[src/rtl/ppq_pkg.sv]
package ppq_pkg;

    typedef enum logic [1:0] {
        OP_INSERT   = 2'd0,
        OP_REM_HEAD = 2'd1,
        OP_REM_PID  = 2'd2,
        OP_STATUS   = 2'd3
    } t_op;

    typedef enum logic [1:0] {
        STS_OK        = 2'd0,
        STS_FULL      = 2'd1,
        STS_EMPTY     = 2'd2,
        STS_NOT_FOUND = 2'd3
    } t_status;

    typedef enum logic {
        S_IDLE = 1'b0,
        S_WAVE = 1'b1
    } t_state;

    localparam int PID_W   = 31;
    localparam int PRI_W   = 8;
    localparam int COUNT_W = 7;

    // byte address of the priority_mode register
    localparam logic [1:0] REG_PMODE = 2'd0;

    typedef struct packed {
        logic [1:0]       mode;
        logic [PID_W-1:0] in_pid;
        logic [PRI_W-1:0] in_priority;
    } t_cmd;

    typedef struct packed {
        logic [PID_W-1:0]   out_pid;
        logic [PRI_W-1:0]   out_priority;
        logic [1:0]         status;
        logic [COUNT_W-1:0] count;
        logic               is_empty;
    } t_res;

    // token that walks down the row of cells, one cell per cycle
    typedef struct packed {
        logic             act;
        logic             hit;
        logic [PID_W-1:0] pid;
        logic [PRI_W-1:0] pri;
    } t_tok;

    // op held steady while a token walks the row; pmode is not
    typedef struct packed {
        t_op  op;
        logic pmode;
    } t_bcast;

endpackage

[src/rtl/ppq_cell.sv]
module ppq_cell #(
    parameter int DEPTH = 64,
    parameter int IDX   = 0
) (
    input  logic                          i_clk,
    input  logic                          i_rst_n,
    input  ppq_pkg::t_bcast               i_bc,
    input  logic [$clog2(DEPTH+1)-1:0]    i_cnt,
    input  ppq_pkg::t_tok                 i_tok,
    input  logic [ppq_pkg::PID_W-1:0]     i_nxt_pid,
    input  logic [ppq_pkg::PRI_W-1:0]     i_nxt_pri,
    output ppq_pkg::t_tok                 o_tok,
    output logic [ppq_pkg::PID_W-1:0]     o_pid,
    output logic [ppq_pkg::PRI_W-1:0]     o_pri
);

    localparam int              CW    = $clog2(DEPTH+1);
    localparam logic [CW-1:0]   IDX_C = CW'(IDX);

    logic [ppq_pkg::PID_W-1:0] r_pid, n_pid;
    logic [ppq_pkg::PRI_W-1:0] r_pri, n_pri;
    ppq_pkg::t_tok             r_tok, n_tok;
    logic                      w_valid;
    logic                      w_tail;
    logic                      w_match;

    assign w_valid = IDX_C < i_cnt;
    assign w_tail  = IDX_C == i_cnt;

    always_comb begin
        if (i_bc.op == ppq_pkg::OP_REM_HEAD) begin
            w_match = IDX_C == '0;
        end else begin
            w_match = r_pid == i_tok.pid;
        end
    end

    always_comb begin
        n_pid = r_pid;
        n_pri = r_pri;
        n_tok = i_tok;
        if (i_tok.act) begin
            case (i_bc.op)
                ppq_pkg::OP_INSERT: begin
                    if (w_valid) begin
                        // from the insertion point on, every entry moves one place back
                        if (i_tok.hit || (i_bc.pmode && (r_pri < i_tok.pri))) begin
                            n_pid     = i_tok.pid;
                            n_pri     = i_tok.pri;
                            n_tok.pid = r_pid;
                            n_tok.pri = r_pri;
                            n_tok.hit = 1'b1;
                        end
                    end else if (w_tail) begin
                        n_pid     = i_tok.pid;
                        n_pri     = i_tok.pri;
                        n_tok.hit = 1'b1;
                    end
                end
                ppq_pkg::OP_REM_HEAD, ppq_pkg::OP_REM_PID: begin
                    if (w_valid) begin
                        if (i_tok.hit) begin
                            n_pid = i_nxt_pid;
                            n_pri = i_nxt_pri;
                        end else if (w_match) begin
                            // the token now carries the removed entry
                            n_tok.hit = 1'b1;
                            n_tok.pid = r_pid;
                            n_tok.pri = r_pri;
                            n_pid     = i_nxt_pid;
                            n_pri     = i_nxt_pri;
                        end
                    end
                end
                default: begin
                end
            endcase
        end
    end

    always_ff @(posedge i_clk) begin
        r_pid <= n_pid;
        r_pri <= n_pri;
    end

    always_ff @(posedge i_clk) begin
        if (!i_rst_n) begin
            r_tok.act <= 1'b0;
        end else begin
            r_tok <= n_tok;
        end
    end

    assign o_tok = r_tok;
    assign o_pid = r_pid;
    assign o_pri = r_pri;

endmodule

[config.mk]
export PLATFORM = sky130hd
export DESIGN_NAME = ppq_cell
export DESIGN_NICKNAME = d
export VERILOG_FILES = /design/src/rtl/ppq_pkg.sv /design/src/rtl/ppq_cell.sv
export SDC_FILE = /design/constraint.sdc
export NUM_CORES = 1
export LEC_CHECK = 0
export BUFFER_PORTS_ARGS = -buffer_cell sky130_fd_sc_hd__buf_2
export CORE_MARGIN = 2
export CORE_UTILIZATION = 48
export DETAILED_ROUTE_END_ITERATION = 10
export PLACE_DENSITY = 0.88
export SETUP_SLACK_MARGIN = 0.15
export SLEW_MARGIN = 0
export SYNTH_ARGS = -nofsm -noshare
export SYNTH_HDL_FRONTEND = slang
export SYNTH_SLANG_ARGS = --single-unit
[constraint.sdc]
create_clock -name i_clk -period 7.3 [get_ports i_clk]
set_clock_uncertainty 0.15 [all_clocks]
set_input_delay 1.46 -clock i_clk [delete_from_list [all_inputs] [get_ports i_clk]]
set_output_delay 1.46 -clock i_clk [all_outputs]
set_load 0.02 [all_outputs]
==> results.sh <==
export IMPL_syn_avg_cell_area_um2=14.3
export IMPL_io_buffers=171
export IMPL_antenna_found_initial=0
export IMPL_finalPower_uw=1120
export IMPL_cts_setup_buffers=0
export IMPL_grt_overflow_total=0
export IMPL_worstMarginPinSlew_ns=1.15
export IMPL_synth_distinct_cells=36
export IMPL_wire_per_inst_um=17.9
export IMPL_antennaDiodeCount=0
export IMPL_dp_cells=546
export IMPL_hold_class="flip-flop to flip-flop"
export IMPL_tritoncts="yes"
export IMPL_fin_nets=554
export IMPL_cts_num_sinks=80
export IMPL_finalCritPeriodShare_pct=57.1
export IMPL_grt_max_degree=51
export IMPL_syn_nets=384
export IMPL_fin_hold_ws_ns=0.468
export IMPL_die_x_um=95.6
export IMPL_powerDensity_mw_per_mm2=216
export IMPL_synth_edff_count=79
export IMPL_cts_root_buf="clkbuf_8"
export IMPL_finalCriticalPeriod_ns=4.17
export IMPL_insertion_delay_ns=0.35
export IMPL_rsz0062_at_grt="no"
export IMPL_cts_resized=0
export IMPL_place_hpwl_mm=7.16
export IMPL_synthesis_area_mm2=0.00403
export IMPL_clk_pin_slew_ns=0.08
export IMPL_setup_viol=0
export IMPL_max_cap_violations=0
export IMPL_syn_inst=282
export IMPL_final_util_pct=63.0
export IMPL_irDropWorstVdd_mv=0.106
export IMPL_routed_wl_mm=10.0
export IMPL_vias=3122
export IMPL_outcome="finished clean"
export IMPL_clockBufferDepth=2
export IMPL_fin_cells=561
export IMPL_pin_count=172
export IMPL_ys_warn_count=0
export IMPL_grt_pass1_wl_mm=14.9
export IMPL_slew_viol_final=0
export IMPL_clock_fmax_mhz=240
export IMPL_async_flop_share_pct=0
export IMPL_final_layout_size_suffix_gt1_share_pct=48.9
export IMPL_critPathKind="primary input to flip-flop"
export IMPL_crit_path_end_kind="flip-flop"
export IMPL_row_count=33
export IMPL_setup_tns_ns=0
export IMPL_htreeDepth=3
export IMPL_final_common_cell="buf_2"
export IMPL_synth_ff_type="edfxtp_1"
export IMPL_finalHoldViolCount=0
export IMPL_startpoint_type="primary input"
export IMPL_vias_per_cell=5.57
export IMPL_drt_iter0_drc=117
export IMPL_start_util_pct=49.3
export IMPL_dieHeight_um=95.6
export IMPL_drc=0
export IMPL_worst_path_max_fanout=50
export IMPL_mostFrequentLayoutCells="171 x buf_2, 79 x edfxtp_1, 38 x a22o_1"
export IMPL_cts_buffers=9
export IMPL_worstPathRequired_ns=7.36
export IMPL_slew_headroom_pct=23.4
export IMPL_gp_congestion=0.835
export IMPL_synth_seq_area_share_pct=59.4
export IMPL_ys_ff_latch=80
export IMPL_arrival_ns=4.23
export IMPL_grt_usage_pct=21.8
export IMPL_die_area_mm2=0.00914
export IMPL_core_area_mm2=0.00818
export IMPL_area_growth_pct=28.0
export IMPL_grt_pass1_vias=3068
export IMPL_p_leak_uw=0.00225
export IMPL_cts_hold_buf=0
export IMPL_drt_pass1_iterations=4
export IMPL_ant_nets=0
-- worst max-delay path, cell delays in order --
cell and delay [ns]:
buf_2 0.09, inv_1 0.06, ha_2 1.05, inv_1 0.31
o221ai_4 0.96, a22o_1 0.27
-- sequential cells by signal, indices dropped and copies added (netlist names) --
register,flops
o_pri,8
o_tok,41
o_pid,31
-- worst paths after layout --
check	to	cells after the start	start	slack [ns]
setup / recovery	o_tok[31]	6	i_bc[2]	3.13
hold / removal	o_tok[2]	1	o_pri[2]	0.47
setup reg to reg	o_pri[2]	7	o_pid[4]	3.94
hold reg to reg	o_tok[2]	1	o_pri[2]	0.47
-- cells in the mapped netlist, drive strengths merged (4+ instances only) --
cell type / count / area share [%]
edfxtp: 79 / 59
a22o: 38 / 8.3
mux2: 34 / 9.5
xor2: 31 / 6.7
inv: 11 / 1.0
o21ai: 11 / 1.4
ha: 10 / 3.1
buf: 9 / 1.9
nand2: 9 / 0.84
nor4: 8 / 1.2
nor2: 6 / 0.56
clkbuf: 4 / 0.37
nand2b: 4 / 0.62
nand3: 4 / 0.50
-- kinds of logic (layout without fill, tap and decap cells) --
| family | Yosys count | count (layout) | share of synthesized area (%) |
|---|---|---|---|
| DFF | 80 | 80 | 59.4 |
| AOI/OAI and AO/OA | 64 | 64 | 12.9 |
| and+or+nand+nor | 39 | 39 | 5.00 |
| muxes | 34 | 34 | 9.51 |
| xor gates and xnor gates | 31 | 31 | 6.74 |
| buffers and inverters | 24 | 198 | 3.29 |
| adders and majority gates | 10 | 10 | 3.11 |
-- cell type report --
cell class	instances	area [µm²]
flip-flops and latches	80	2390
fillers	659	3020
clock inverters	4	46.3
repair buffers	172	863
multi-input cells	178	1550
well taps	105	131
clock buffers	11	131
inverters	11	41.3
-- routing by layer --
metal  vias to the layer above  track usage [%]  wire, µm
li1                       1432                -         -
met1                      1514             27.2      4110
met2                       161             36.3      5020
met3                        15             4.43       694
met4                         0             10.1       197
met5                         -                0         0
-- report_power, final --
part / switching (µW) / internal, µW / total, µW / leakage (µW)
Sequential: 19.5 / 553 / 573 / 0.000773
Clock: 155 / 155 / 310 / 0.0000885
Combinational: 137 / 96.1 / 233 / 0.00139
Total: 311 / 804 / 1120 / 0.00225
-- through the flow --
stage               instance area, µm²  worst slack (ns)
finish                            5150              3.13
global route                      5150              2.91
detailed placement                4970              2.77
global placement                  4970              2.85
floorplan                         4030              1.25
CTS                               5150              3.10
Power figures use the tool's default switching activity.
